==> src/hw/rtl/sfcp_pkg.sv <==
// Types and constants of the sync framed command parser.
package sfcp_pkg;

   // result queue between the parser and the output stage
   localparam int unsigned QDEPTH = 4;
   localparam int unsigned QPW    = 2;
   localparam int unsigned QLW    = 3;

   // configuration port
   localparam int unsigned CSR_IW = 2;
   localparam int unsigned CSR_DW = 8;

   localparam int unsigned CMD_W = 6;

   typedef enum logic [CSR_IW-1:0] {
      CSR_SYNC_FIRST  = 2'd0,
      CSR_SYNC_SECOND = 2'd1,
      CSR_SYNC_THIRD  = 2'd2
   } csr_index_type;

   localparam logic [7:0] SYNC_FIRST_RST  = 8'hAA;
   localparam logic [7:0] SYNC_SECOND_RST = 8'h55;
   localparam logic [7:0] SYNC_THIRD_RST  = 8'hA5;

   typedef enum logic [1:0] {
      KIND_PAYLOAD = 2'd0,
      KIND_EMPTY   = 2'd1,
      KIND_WR_OK   = 2'd2,
      KIND_WR_REJ  = 2'd3
   } kind_type;

   typedef enum logic [5:0] {
      PH_SYNC1 = 6'b000001,
      PH_SYNC2 = 6'b000010,
      PH_SYNC3 = 6'b000100,
      PH_IDHI  = 6'b001000,
      PH_IDLO  = 6'b010000,
      PH_DATA  = 6'b100000
   } phase_type;

   typedef enum logic [2:0] {
      CL_NONE   = 3'd0,
      CL_WR_OK  = 3'd1,
      CL_WR_REJ = 3'd2,
      CL_HEADER = 3'd3,
      CL_DATA   = 3'd4
   } class_type;

   typedef struct packed {
      kind_type         kind;
      logic [CMD_W-1:0] command_id;
      logic [7:0]       payload_byte;
      logic [7:0]       byte_index;
      logic             last;
   } rsp_rec_type;

   typedef struct packed {
      logic        valid;
      rsp_rec_type rec;
   } q_push_type;

   typedef struct packed {
      logic [QLW-1:0] level;
      logic           nonempty;
   } q_status_type;

endpackage

==> src/hw/rtl/sfcp_channels.sv <==
// Valid/ready channel interfaces for the parser's request and response items.
interface sfcp_req_if;
   logic        valid;
   logic        ready;
   logic        opcode;
   logic [7:0]  rx_byte;
   logic [15:0] table_command;
   logic [7:0]  table_length;

   modport source (output valid, output opcode, output rx_byte, output table_command,
                   output table_length, input ready);
   modport sink   (input valid, input opcode, input rx_byte, input table_command,
                   input table_length, output ready);
endinterface

interface sfcp_rsp_if;
   logic       valid;
   logic       ready;
   logic [1:0] kind;
   logic [5:0] command_id;
   logic [7:0] payload_byte;
   logic [7:0] byte_index;
   logic       last;

   modport source (output valid, output kind, output command_id, output payload_byte,
                   output byte_index, output last, input ready);
   modport sink   (input valid, input kind, input command_id, input payload_byte,
                   input byte_index, input last, output ready);
endinterface

==> src/hw/rtl/sfcp_queue.sv <==
// Short result queue between the parser front and the output stage.
module sfcp_queue (
   input  logic                       clock,
   input  logic                       reset,
   input  sfcp_pkg::q_push_type       push,
   input  logic                       pop,
   output sfcp_pkg::q_status_type     stat,
   output sfcp_pkg::rsp_rec_type      head
);
   import sfcp_pkg::*;

   rsp_rec_type    slot_ff [QDEPTH];
   logic [QPW-1:0] wr_ptr_ff, wr_ptr_in;
   logic [QPW-1:0] rd_ptr_ff, rd_ptr_in;
   logic [QLW-1:0] level_ff, level_in;
   logic           do_pop;

   assign do_pop    = pop && (level_ff != '0);
   assign wr_ptr_in = push.valid ? wr_ptr_ff + 1'b1 : wr_ptr_ff;
   assign rd_ptr_in = do_pop ? rd_ptr_ff + 1'b1 : rd_ptr_ff;
   assign level_in  = level_ff + QLW'(push.valid) - QLW'(do_pop);

   always_ff @(posedge clock) begin
      if (reset) begin
         wr_ptr_ff <= '0;
         rd_ptr_ff <= '0;
         level_ff  <= '0;
      end else begin
         wr_ptr_ff <= wr_ptr_in;
         rd_ptr_ff <= rd_ptr_in;
         level_ff  <= level_in;
      end
   end

   always_ff @(posedge clock) begin
      if (push.valid) begin
         slot_ff[wr_ptr_ff] <= push.rec;
      end
   end

   assign stat.level    = level_ff;
   assign stat.nonempty = (level_ff != '0);
   assign head          = slot_ff[rd_ptr_ff];

endmodule

==> src/hw/rtl/sfcp_front.sv <==
// Parser front: frame tracking, length table and result generation.
module sfcp_front #(
   parameter int unsigned COMMAND_COUNT = 64
) (
   input  logic                          clock,
   input  logic                          reset,
   sfcp_req_if.sink                      req_chan,
   input  logic                          csr_we,
   input  logic [sfcp_pkg::CSR_IW-1:0]   csr_index,
   input  logic [sfcp_pkg::CSR_DW-1:0]   csr_wdata,
   input  sfcp_pkg::q_status_type        q_stat,
   output sfcp_pkg::q_push_type          q_push
);
   import sfcp_pkg::*;

   localparam int unsigned IDXW      = (COMMAND_COUNT > 1) ? $clog2(COMMAND_COUNT) : 1;
   localparam logic [15:0] CMD_LIMIT = 16'(COMMAND_COUNT);

   // sync pattern registers
   logic [7:0] sync_first_ff, sync_second_ff, sync_third_ff;

   // length table
   logic [7:0]               len_mem [COMMAND_COUNT];
   logic [COMMAND_COUNT-1:0] tab_vld_ff;
   logic [7:0]               rd_len_ff;
   logic                     rd_vld_ff;
   logic [IDXW-1:0]          wr_addr, rd_addr;
   logic                     wr_en;

   // accept stage
   phase_type        phase_ff, phase_in, phase_eff;
   logic [7:0]       idhi_ff, idhi_in;
   logic             accept;
   logic [QLW:0]     room_need;
   logic [15:0]      cmd_full;
   logic             cmd_ok, tab_ok;

   // result stage
   logic             b_valid_ff;
   class_type        b_class_ff, b_class_in;
   logic [CMD_W-1:0] b_cmd_ff, b_cmd_in;
   logic [7:0]       b_byte_ff, b_byte_in;
   logic [CMD_W-1:0] cur_cmd_ff, cur_cmd_in;
   logic [7:0]       remain_ff, remain_in;
   logic [7:0]       pos_ff, pos_in;
   logic [7:0]       len_eff;
   logic             b_end;

   // room for the item in the result stage plus the one taken now
   assign room_need      = {1'b0, q_stat.level} + (QLW+1)'(b_valid_ff);
   assign req_chan.ready = (room_need < (QLW+1)'(QDEPTH));
   assign accept         = req_chan.valid && req_chan.ready;

   assign cmd_full = {idhi_ff, req_chan.rx_byte};
   assign cmd_ok   = (cmd_full < CMD_LIMIT);
   assign tab_ok   = (req_chan.table_command < CMD_LIMIT);
   assign wr_en    = accept && req_chan.opcode && tab_ok;
   assign wr_addr  = req_chan.table_command[IDXW-1:0];
   assign rd_addr  = cmd_full[IDXW-1:0];

   always_ff @(posedge clock) begin
      if (reset) begin
         sync_first_ff  <= SYNC_FIRST_RST;
         sync_second_ff <= SYNC_SECOND_RST;
         sync_third_ff  <= SYNC_THIRD_RST;
      end else if (csr_we) begin
         if (csr_index == CSR_SYNC_FIRST) begin
            sync_first_ff <= csr_wdata;
         end
         if (csr_index == CSR_SYNC_SECOND) begin
            sync_second_ff <= csr_wdata;
         end
         if (csr_index == CSR_SYNC_THIRD) begin
            sync_third_ff <= csr_wdata;
         end
      end
   end

   always_ff @(posedge clock) begin
      if (wr_en) begin
         len_mem[wr_addr] <= req_chan.table_length;
      end
      rd_len_ff <= len_mem[rd_addr];
      rd_vld_ff <= tab_vld_ff[rd_addr];
   end

   // entries never written read as zero
   always_ff @(posedge clock) begin
      if (reset) begin
         tab_vld_ff <= '0;
      end else if (wr_en) begin
         tab_vld_ff[wr_addr] <= 1'b1;
      end
   end

   assign len_eff = rd_vld_ff ? rd_len_ff : 8'd0;

   // the item in the result stage may close the frame; the next byte then hunts
   assign b_end = b_valid_ff &&
                  (((b_class_ff == CL_HEADER) && (len_eff == 8'd0)) ||
                   ((b_class_ff == CL_DATA) && (remain_ff == 8'd1)));
   assign phase_eff = b_end ? PH_SYNC1 : phase_ff;

   always_comb begin
      phase_in   = phase_eff;
      idhi_in    = idhi_ff;
      b_class_in = CL_NONE;
      b_cmd_in   = b_cmd_ff;
      b_byte_in  = b_byte_ff;
      if (accept) begin
         if (req_chan.opcode) begin
            b_class_in = tab_ok ? CL_WR_OK : CL_WR_REJ;
            b_cmd_in   = req_chan.table_command[CMD_W-1:0];
         end else begin
            case (phase_eff)
               PH_SYNC1: begin
                  phase_in = (req_chan.rx_byte == sync_first_ff) ? PH_SYNC2 : PH_SYNC1;
               end
               PH_SYNC2: begin
                  phase_in = (req_chan.rx_byte == sync_second_ff) ? PH_SYNC3 : PH_SYNC1;
               end
               PH_SYNC3: begin
                  phase_in = (req_chan.rx_byte == sync_third_ff) ? PH_IDHI : PH_SYNC1;
               end
               PH_IDHI: begin
                  idhi_in  = req_chan.rx_byte;
                  phase_in = PH_IDLO;
               end
               PH_IDLO: begin
                  if (cmd_ok) begin
                     b_class_in = CL_HEADER;
                     b_cmd_in   = cmd_full[CMD_W-1:0];
                     phase_in   = PH_DATA;
                  end else begin
                     phase_in = PH_SYNC1;
                  end
               end
               PH_DATA: begin
                  b_class_in = CL_DATA;
                  b_byte_in  = req_chan.rx_byte;
               end
               default: begin
                  phase_in = PH_SYNC1;
               end
            endcase
         end
      end
   end

   always_comb begin
      q_push.valid             = 1'b0;
      q_push.rec.kind          = KIND_PAYLOAD;
      q_push.rec.command_id    = b_cmd_ff;
      q_push.rec.payload_byte  = 8'd0;
      q_push.rec.byte_index    = 8'd0;
      q_push.rec.last          = 1'b1;
      cur_cmd_in               = cur_cmd_ff;
      remain_in                = remain_ff;
      pos_in                   = pos_ff;
      if (b_valid_ff) begin
         case (b_class_ff)
            CL_WR_OK: begin
               q_push.valid    = 1'b1;
               q_push.rec.kind = KIND_WR_OK;
            end
            CL_WR_REJ: begin
               q_push.valid    = 1'b1;
               q_push.rec.kind = KIND_WR_REJ;
            end
            CL_HEADER: begin
               cur_cmd_in = b_cmd_ff;
               remain_in  = len_eff;
               pos_in     = 8'd0;
               if (len_eff == 8'd0) begin
                  q_push.valid    = 1'b1;
                  q_push.rec.kind = KIND_EMPTY;
               end
            end
            CL_DATA: begin
               if (remain_ff != 8'd0) begin
                  q_push.valid            = 1'b1;
                  q_push.rec.kind         = KIND_PAYLOAD;
                  q_push.rec.command_id   = cur_cmd_ff;
                  q_push.rec.payload_byte = b_byte_ff;
                  q_push.rec.byte_index   = pos_ff;
                  q_push.rec.last         = (remain_ff == 8'd1);
                  remain_in               = remain_ff - 8'd1;
                  pos_in                  = pos_ff + 8'd1;
               end
            end
            default: begin
               q_push.valid = 1'b0;
            end
         endcase
      end
   end

   always_ff @(posedge clock) begin
      if (reset) begin
         phase_ff   <= PH_SYNC1;
         idhi_ff    <= 8'd0;
         b_valid_ff <= 1'b0;
         cur_cmd_ff <= '0;
         remain_ff  <= 8'd0;
         pos_ff     <= 8'd0;
      end else begin
         phase_ff   <= phase_in;
         idhi_ff    <= idhi_in;
         b_valid_ff <= accept;
         cur_cmd_ff <= cur_cmd_in;
         remain_ff  <= remain_in;
         pos_ff     <= pos_in;
      end
   end

   always_ff @(posedge clock) begin
      b_class_ff <= b_class_in;
      b_cmd_ff   <= b_cmd_in;
      b_byte_ff  <= b_byte_in;
   end

endmodule

==> src/hw/rtl/sfcp_back.sv <==
// Output stage: drains the result queue into the response channel register.
module sfcp_back (
   input  logic                   clock,
   input  logic                   reset,
   input  sfcp_pkg::q_status_type q_stat,
   input  sfcp_pkg::rsp_rec_type  q_head,
   output logic                   q_pop,
   sfcp_rsp_if.source             rsp_chan
);
   import sfcp_pkg::*;

   logic        out_valid_ff, out_valid_in;
   rsp_rec_type out_rec_ff;

   assign q_pop        = q_stat.nonempty && (!out_valid_ff || rsp_chan.ready);
   assign out_valid_in = q_pop || (out_valid_ff && !rsp_chan.ready);

   always_ff @(posedge clock) begin
      if (reset) begin
         out_valid_ff <= 1'b0;
      end else begin
         out_valid_ff <= out_valid_in;
      end
   end

   always_ff @(posedge clock) begin
      if (q_pop) begin
         out_rec_ff <= q_head;
      end
   end

   assign rsp_chan.valid        = out_valid_ff;
   assign rsp_chan.kind         = out_rec_ff.kind;
   assign rsp_chan.command_id   = out_rec_ff.command_id;
   assign rsp_chan.payload_byte = out_rec_ff.payload_byte;
   assign rsp_chan.byte_index   = out_rec_ff.byte_index;
   assign rsp_chan.last         = out_rec_ff.last;

endmodule

==> src/hw/rtl/sync_framed_command_parser.sv <==
// Path: a result passes the result stage register, the result queue and the output register.
// Throughput: one item per cycle; req_chan.ready falls only when the 4-entry result
//   queue plus the one item in the result stage would be full.
// Reset (synchronous, active high): parser hunts for the first sync byte, sync
//   registers load AA/55/A5 hex, the length table reads all zero at once (one
//   valid flop per entry, no clearing pass), queue and output stage empty.
module sync_framed_command_parser #(
   parameter int unsigned COMMAND_COUNT = 64
) (
   input  logic                         clock,
   input  logic                         reset,
   sfcp_req_if.sink                     req_chan,
   sfcp_rsp_if.source                   rsp_chan,
   input  logic                         csr_we,
   input  logic [sfcp_pkg::CSR_IW-1:0]  csr_index,
   input  logic [sfcp_pkg::CSR_DW-1:0]  csr_wdata
);
   import sfcp_pkg::*;

   // front -> queue -> back; each side stalls on its own
   q_push_type   q_push;
   q_status_type q_stat;
   rsp_rec_type  q_head;
   logic         q_pop;

   // Front: sync hunt, header decode, length table lookup and writes, per-byte results.
   // A frame's end is seen one stage late; the front corrects its phase from
   // the item in flight so back-to-back bytes are never misclassified.
   sfcp_front #(
      .COMMAND_COUNT (COMMAND_COUNT)
   ) u_front (
      .clock     (clock),
      .reset     (reset),
      .req_chan  (req_chan),
      .csr_we    (csr_we),
      .csr_index (csr_index),
      .csr_wdata (csr_wdata),
      .q_stat    (q_stat),
      .q_push    (q_push)
   );

   sfcp_queue u_queue (
      .clock (clock),
      .reset (reset),
      .push  (q_push),
      .pop   (q_pop),
      .stat  (q_stat),
      .head  (q_head)
   );

   // Back: output register; accepts the next result while the current one is taken.
   sfcp_back u_back (
      .clock    (clock),
      .reset    (reset),
      .q_stat   (q_stat),
      .q_head   (q_head),
      .q_pop    (q_pop),
      .rsp_chan (rsp_chan)
   );

endmodule

==> src/flat_wrapper.sv <==
// flat-port wrapper written by rule: the top's interface ports become plain ports
module sync_framed_command_parser_flat import sfcp_pkg::*;
#(
   parameter int unsigned COMMAND_COUNT = 64
)
  (clock, reset, csr_we, csr_index, csr_wdata, req_chan_valid, req_chan_opcode, req_chan_rx_byte, req_chan_table_command, req_chan_table_length, req_chan_ready, rsp_chan_valid, rsp_chan_kind, rsp_chan_command_id, rsp_chan_payload_byte, rsp_chan_byte_index, rsp_chan_last, rsp_chan_ready);
  sfcp_req_if req_chan_i ();
  sfcp_rsp_if rsp_chan_i ();
  input  logic clock;
  input  logic reset;
  input  logic csr_we;
  input  logic [sfcp_pkg::CSR_IW-1:0] csr_index;
  input  logic [sfcp_pkg::CSR_DW-1:0] csr_wdata;
  input wire logic [$bits(req_chan_i.valid)-1:0] req_chan_valid;
  input wire logic [$bits(req_chan_i.opcode)-1:0] req_chan_opcode;
  input wire logic [$bits(req_chan_i.rx_byte)-1:0] req_chan_rx_byte;
  input wire logic [$bits(req_chan_i.table_command)-1:0] req_chan_table_command;
  input wire logic [$bits(req_chan_i.table_length)-1:0] req_chan_table_length;
  output wire logic [$bits(req_chan_i.ready)-1:0] req_chan_ready;
  output wire logic [$bits(rsp_chan_i.valid)-1:0] rsp_chan_valid;
  output wire logic [$bits(rsp_chan_i.kind)-1:0] rsp_chan_kind;
  output wire logic [$bits(rsp_chan_i.command_id)-1:0] rsp_chan_command_id;
  output wire logic [$bits(rsp_chan_i.payload_byte)-1:0] rsp_chan_payload_byte;
  output wire logic [$bits(rsp_chan_i.byte_index)-1:0] rsp_chan_byte_index;
  output wire logic [$bits(rsp_chan_i.last)-1:0] rsp_chan_last;
  input wire logic [$bits(rsp_chan_i.ready)-1:0] rsp_chan_ready;
  assign req_chan_i.valid = req_chan_valid;
  assign req_chan_i.opcode = req_chan_opcode;
  assign req_chan_i.rx_byte = req_chan_rx_byte;
  assign req_chan_i.table_command = req_chan_table_command;
  assign req_chan_i.table_length = req_chan_table_length;
  assign req_chan_ready = req_chan_i.ready;
  assign rsp_chan_valid = rsp_chan_i.valid;
  assign rsp_chan_kind = rsp_chan_i.kind;
  assign rsp_chan_command_id = rsp_chan_i.command_id;
  assign rsp_chan_payload_byte = rsp_chan_i.payload_byte;
  assign rsp_chan_byte_index = rsp_chan_i.byte_index;
  assign rsp_chan_last = rsp_chan_i.last;
  assign rsp_chan_i.ready = rsp_chan_ready;
  sync_framed_command_parser #(.COMMAND_COUNT(COMMAND_COUNT)) u_core (.clock(clock), .reset(reset), .req_chan(req_chan_i), .rsp_chan(rsp_chan_i), .csr_we(csr_we), .csr_index(csr_index), .csr_wdata(csr_wdata));
endmodule
==> config.mk <==
export PLATFORM = sky130hd
export DESIGN_NAME = sync_framed_command_parser_flat
export DESIGN_NICKNAME = d
export VERILOG_FILES = /design/src/hw/rtl/sfcp_pkg.sv /design/src/hw/rtl/sfcp_channels.sv /design/src/hw/rtl/sfcp_queue.sv /design/src/hw/rtl/sfcp_front.sv /design/src/hw/rtl/sfcp_back.sv /design/src/hw/rtl/sync_framed_command_parser.sv /design/src/flat_wrapper.sv
export SDC_FILE = /design/constraint.sdc
export NUM_CORES = 1
export LEC_CHECK = 0
export ABC_AREA = 1
export ABC_CLOCK_PERIOD_IN_PS = 2700
export BUFFER_PORTS_ARGS = -buffer_cell sky130_fd_sc_hd__buf_2
export CORE_ASPECT_RATIO = 0.8
export CORE_UTILIZATION = 56
export CTS_CLUSTER_DIAMETER = 80
export DETAILED_ROUTE_END_ITERATION = 16
export PLACE_DENSITY = 0.71
export SYNTH_ARGS = -nofsm -noshare
export SYNTH_HDL_FRONTEND = slang
export SYNTH_SLANG_ARGS = --single-unit
==> constraint.sdc <==
create_clock -name clock -period 2.7 [get_ports clock]
set_input_delay 0.405 -clock clock [delete_from_list [all_inputs] [get_ports clock]]
set_output_delay 0.405 -clock clock [all_outputs]
set_load 0.01 [all_outputs]
Word level (Yosys, flattened, before mapping)
Memory sizes are Yosys's and may differ from the RTL's. A register that Yosys moved wholly into a read port is not among the register bits. Cells that the tools add are included.

Add/sub/neg operators: 7. Bitwise gates (word level): 2. Muxes and demuxes: 34. Equal/unequal tests: 17. Reduce and logical (&&, ||, !) cells: 31. $lt $le $gt $ge: 6.

Operators by type and width (number): $or A64 B64 Y64 (1); $mux W26 (2); $mux W6 (7); $pmux W6 S6 (1); $lt A16 B7 Y1 const B (2); $pmux W8 S2 (2); $eq A8 B8 Y1 (3); $mux W8 (3); $mux W23 (1); $lt A6 B7 Y1 const B (2); $reduce_and A3 Y1 (4); $logic_and A1 B1 Y1 (10); $mux W3 (3); $add A8 B1 Y8 const B (1); $eq A8 B1 Y1 const B (1); $logic_not A8 Y1 (1); $pmux W2 S4 (1); $reduce_and A2 Y1 (4); $reduce_bool A8 Y1 (1); $sub A8 B1 Y8 const B (1); $bmux W1 S6 (1); $demux W1 S6 (1); $eq A3 B2 Y1 const B (2); $eq A6 B1 Y1 const B (1); 28 further kinds (41).

Register bits: 151. Output and inout port bits: 27. Input bits: 48. Memory bits (writable): 612. Word-level logic and storage cells: 117. Memories: 2.

Memory list: u_core.u_front.len_mem (depth 64, bits a word 8, rd ports 1, clocked after Yosys merged registers in 1, wr ports 1, line sfcp_front.sv:23) `logic [7:0] len_mem [COMMAND_COUNT];`; u_core.u_queue.slot_ff (depth 4, bits a word 25, rd ports 1, clocked after Yosys merged registers in 1, wr ports 1, line sfcp_queue.sv:12) `rsp_rec_type slot_ff [QDEPTH];`.

Depth between registers and ports, before layout
Depth in word-level cells: 10. Depth in mapped cells: 16. Mapped depth without buffers: 14.

Modules after synthesis
From an unflattened synthesis, not the netlist that was laid out.

Cells, all modules: 2681. Area total of the unflattened synthesis: 31873.1 µm².

By module, submodules not included: sfcp_front (cells an instance 2346, area an instance 26800.7 µm², sequential area each 18537.8 µm², times used 1); sfcp_queue (cells an instance 304, area an instance 4274.1 µm², sequential area each 3183.1 µm², times used 1); sfcp_back (cells an instance 31, area an instance 798.3 µm², sequential area each 770.7 µm², times used 1).

Worst setup path before layout
Ideal clock, no wire load.

Path kind: input to register. From: input port rsp_chan_ready. To: register u_core.u_queue.level_ff[2]. Setup time: 128 ps. Arrival: 2732 ps. Data required time: 2572 ps. Buffers on the path: 0. Slack: -159 ps. Stages: 8. Cells stage by stage: nor2_1 nor2_1 ha_1 inv_1 ha_1 fa_1 xor2_1 nor2_1.

Word-level cells in the longest chain between the ends: 4.

Ends and longest elaborated chain: start: declaration (line flat_wrapper.sv:26) `input wire logic [$bits(rsp_chan_i.ready)-1:0] rsp_chan_ready;`; $logic_or A1 B1 Y1 (line sfcp_back.sv:15) `assign q_pop = q_stat.nonempty && (!out_valid_ff || rsp_chan.ready);`; $logic_and A1 B1 Y1 (line sfcp_back.sv:15); net u_core.q_pop (line sync_framed_command_parser.sv:24) `logic q_pop;`; $logic_and A1 B1 Y1 (line sfcp_queue.sv:18) `assign do_pop = pop && (level_ff != '0);`; $sub A3 B1 Y3 (line sfcp_queue.sv:21) `assign level_in = level_ff + QLW'(push.valid) - QLW'(do_pop);`; end signal: assignment (line sfcp_queue.sv:31) `level_ff <= level_in;`; end: declaration (line sfcp_queue.sv:15) `logic [QLW-1:0] level_ff, level_in;`.

The timed path passes the listed nets, and every way through them passes these cells. A chain may end at the register's enable or synchronous reset.

Worst setup path in the final report
From: register u_core.u_front.b_class_ff[0]. To: register u_core.u_queue.level_ff[2].

Word-level cells in the longest chain between the ends: 6. Elaborated cells between the ends (all ways): 9. Those cells by class: 2 x add/sub; 4 x eq/ne; 2 x mux; 1 x reduce/logical.

Ends and longest elaborated chain: start: declaration (line sfcp_front.sv:40) `class_type b_class_ff, b_class_in;`; start signal: assignment (line sfcp_front.sv:217) `b_class_ff <= b_class_in;`; $eq A3 B2 Y1 or $eq A3 B1 Y1 (tied branches) (line sfcp_front.sv:161) `case (b_class_ff)`; $reduce_or A2 Y1 (no line); $pmux W1 S3 * (line sfcp_front.sv:161); $mux W26 * (line sfcp_front.sv:160) `if (b_valid_ff) begin`; $add A3 B1 Y3 * (line sfcp_queue.sv:21); $sub A3 B1 Y3 * (line sfcp_queue.sv:21).

Every way passes the cells marked *; elsewhere a longest branch is shown, timed or not.

==> results.cfg <==
[status]
run_status = completed

[routing]
wl_met2_um = 36800
drt_iter0_drc = 2988
wl_met3_um = 8800
drc = 0
met1_length_um = 34400
ant_nets = 0
firstDrtPassIters = 7
via_count = 22000
wl_um = 82500
vias_per_cell = 6.18
post_drt_wl_per_cell_um = 23.1
top_layer = met4

[floorplan]
ioPinCount = 75
die_h_um = 215
die_w_um = 269
initial_core_util = 0.571
fp-row-count = 77
core-area_um2 = 55700
die-area_um2 = 57800

[place]
place_congestion = 0.891
place_hpwl_um = 50500
portBuffers = 74
place_area_um2 = 33300
dp_slack_ns = 0.165

[cells_and_area]
fillers = 4189
post-route-util = 0.642
design_area_um2 = 35800
area_delta_synth_final_pct = 12.4
multi_input_area_um2 = 8290
n_antenna_cell = 0
final_nets = 2811
drive_gt1_frac = 0.127
layout.area.seq_um2 = 22500

[power]
peakVddDrop_v = 0.000598
seq_power_share = 0.505
power_frac_clock = 0.390
switchingPower_uw = 6670
power_density_nw_per_um2 = 766
comb_power_share = 0.104
power.internal_uw = 20700
sw_frac_of_total = 0.243
leakage_uw = 0.0124

[sta]
tightest_slew_ns = 1.03
fin_skew_ns = 0.0255
relSlewSlack = 0.316
hold_viol_final = 0
hold_ws_ns = 0.0450
max_clock_freq_ghz = 0.398
finalCritPeriodShare = 0.932
period_needed_ns = 2.52
setup_ws_ns = 0.185
rsz0062_at_grt = false
setup_viol = 0
finalSetupTns_ns = 0
slew_viol_final = 0

[yosys]
synth_async_sr_flop_share = 0
syn_nets = 2739
avgSynthCellArea_um2 = 11.9
yosys.area.top_type_share = 0.614
yosys_warnings = 0
synthCells = 2680
syn_area_um2 = 31800
synth-edff-count = 651
ys_types = 50
synthTopCellsByArea = edfxtp_1 61%, dfxtp_1 9.1%, o21ai_0 6.8%
ys.flop_type = edfxtp_1
synth.yosys.seq_area_share = 0.706
synth.ff_latch_count = 796
synth_top_cell_by_area = edfxtp_1

[critical_path]
required_ns = 3.22
cp-start-kind = register
end_kind = register
arrival_ns = 3.03
critical_path_class = reg2reg
cp_max_fo = 8

[clock_tree]
worstSkewPairLatency_ns = 0.63
cts_max_level = 3
cts_buffers = 74
root_buffer = clkbuf_16
clkSinkCount = 796
hold_buffers = 0
cts_tree = done
clk_pin_slew_ns = 0.06
cts_buffer_depth = 3

[run]
maxCapViolCount = 0

[global_route]
grt_pass1_vias = 20700
grt_util_all_layers = 0.286
grt_max_degree = 119
grt-ovfl-total = 0
grt_pass1_wl_um = 123000
antenna_found_initial = 0

[worst_hold_path]
hp-class = in2reg
## worst max-delay path, cell delays in order, from the launching register on
cell	delay (ns)
dfxtp_1	0.38
nand2_1	0.10
nor2_2	0.12
inv_1	0.09
nor2_4	0.14
inv_2	0.08
o211ai_1	0.22
inv_1	0.11
ha_1	0.29
inv_1	0.04
ha_1	0.20
fa_1	0.40
xor2_1	0.17
nor2_1	0.05
## final cells by class
cell class,count,area share
Clock buffer,102,0.0588
Clock inverter,35,0.0107
Inverter,95,0.0102
Multi-Input combinational cell,1624,0.232
Sequential cell,796,0.628
Tap cell,750,0.0262
Timing Repair Buffer,161,0.0345
## cells by family after synthesis
group                      Yosys count  share of synthesized area
and+or+nand+nor                    809                      0.108
DFF                                796                      0.706
AOI/OAI and AO/OA                  780                      0.141
buffers and inverters              260                     0.0339
xor gates and xnor gates            24                    0.00661
adders and majority gates           11                    0.00456
## flip-flops by register name (all words and copies together) (netlist names), 3 cells and up
| signal | count |
|---|---|
| u_core.u_front.phase_ff | 6 |
| u_core.u_back.rsp_chan.payload_byte | 8 |
| u_core.u_front.rd_len_ff | 8 |
| u_core.u_front.tab_vld_ff | 64 |
| u_core.u_back.rsp_chan.byte_index | 8 |
| u_core.u_front.sync_first_ff | 8 |
| u_core.u_queue.slot_ff | 100 |
| u_core.u_front.len_mem | 512 |
| u_core.u_front.cur_cmd_ff | 6 |
| u_core.u_front.remain_ff | 8 |
| u_core.u_front.b_cmd_ff | 6 |
| u_core.u_queue.level_ff | 3 |
| u_core.u_front.sync_third_ff | 8 |
| u_core.u_front.pos_ff | 8 |
| u_core.u_front.idhi_ff | 8 |
| u_core.u_front.b_byte_ff | 8 |
| u_core.u_back.rsp_chan.command_id | 6 |
| u_core.u_front.sync_second_ff | 8 |
| u_core.u_front.b_class_ff | 3 |
## through the flow
step	total power, uW	instances
detailed placement	16900	3424
CTS	27400	3561
finish	27400	3563
global placement	16800	3424
global route	28200	3563
floorplan	15700	2680
## layer usage
layer | vias to the layer above | track usage
met3 | 183 | 0.0691
met4 | 0 | 0.0841
met1 | 10700 | 0.418
met2 | 1273 | 0.426
li1 | 9854 | -
met5 | - | 0
## power by group through the flow
stage	registers, uW	clock network, uW	logic [uW]
after floorplan	14200	0	1540
after global placement	14100	0	2750
after detailed placement	14100	0	2800
after CTS	13800	10800	2830
after global routing	13900	11200	3100
final	13800	10700	2860
## cell usage after synthesis (all sizes together) (2+ instances only)
cell    count
a211oi      6
a21oi      38
buf        35
clkbuf    130
dfxtp     145
edfxtp    651
ha         10
inv        94
nand2     153
nand3      50
nand4      10
nor2      567
nor3       14
nor3b       2
nor4        4
o211ai     22
o21a       65
o21ai     444
o221a       4
o221ai     23
o22ai     170
or2         8
xnor2      14
xor2       10
## path summary, 6_finish.rpt
kind	cells past startpoint	end	slack [ns]	startpoint
worst min register to register	2	u_core.u_front.idhi_ff[2]$_SDFFE_PP0P_	0.47	u_core.u_front.idhi_ff[2]$_SDFFE_PP0P_
worst max-delay path	13	u_core.u_queue.level_ff[2]$_SDFF_PP0_	0.18	u_core.u_front.b_class_ff[0]$_SDFF_PN0_
worst min-delay path	3	u_core.u_front.sync_third_ff[0]$_SDFFE_PP1P_	0.05	csr_wdata[0]
worst max register to register	13	u_core.u_queue.level_ff[2]$_SDFF_PP0_	0.18	u_core.u_front.b_class_ff[0]$_SDFF_PN0_
## timing repair
action                     CTS  global route
hold endpoints to repair     0             0
resized for setup            0             4
setup endpoints to repair    0             8
setup buffers                0             2
## cell usage in the layout, fill, tap and decap left out, types with 4 or more instances in the layout
| cell | n |
|---|---|
| edfxtp_1 | 651 |
| nor2_1 | 510 |
| o21ai_0 | 435 |
| o22ai_1 | 170 |
| dfxtp_1 | 145 |
| nand2_1 | 140 |
| inv_1 | 85 |
| clkbuf_16 | 78 |
| buf_2 | 72 |
| buf_4 | 72 |
| o21a_1 | 65 |
| nor2_2 | 54 |
| nand3_1 | 49 |
| a21oi_1 | 38 |
| o221ai_1 | 23 |
| o211ai_1 | 22 |
| clkbuf_1 | 18 |
| buf_12 | 16 |
| nor3_1 | 14 |
| xnor2_1 | 14 |
| clkinv_1 | 14 |
| nand4_1 | 10 |
| xor2_1 | 10 |
| ha_1 | 10 |
| o21ai_1 | 9 |
| nand2_4 | 9 |
| clkinv_2 | 8 |
| clkbuf_8 | 7 |
| bufinv_16 | 7 |
| inv_2 | 6 |
| a211oi_1 | 6 |
| or2_2 | 5 |
| inv_6 | 4 |
| nand2_2 | 4 |
No activity file was read; power rests on OpenSTA's default activity.
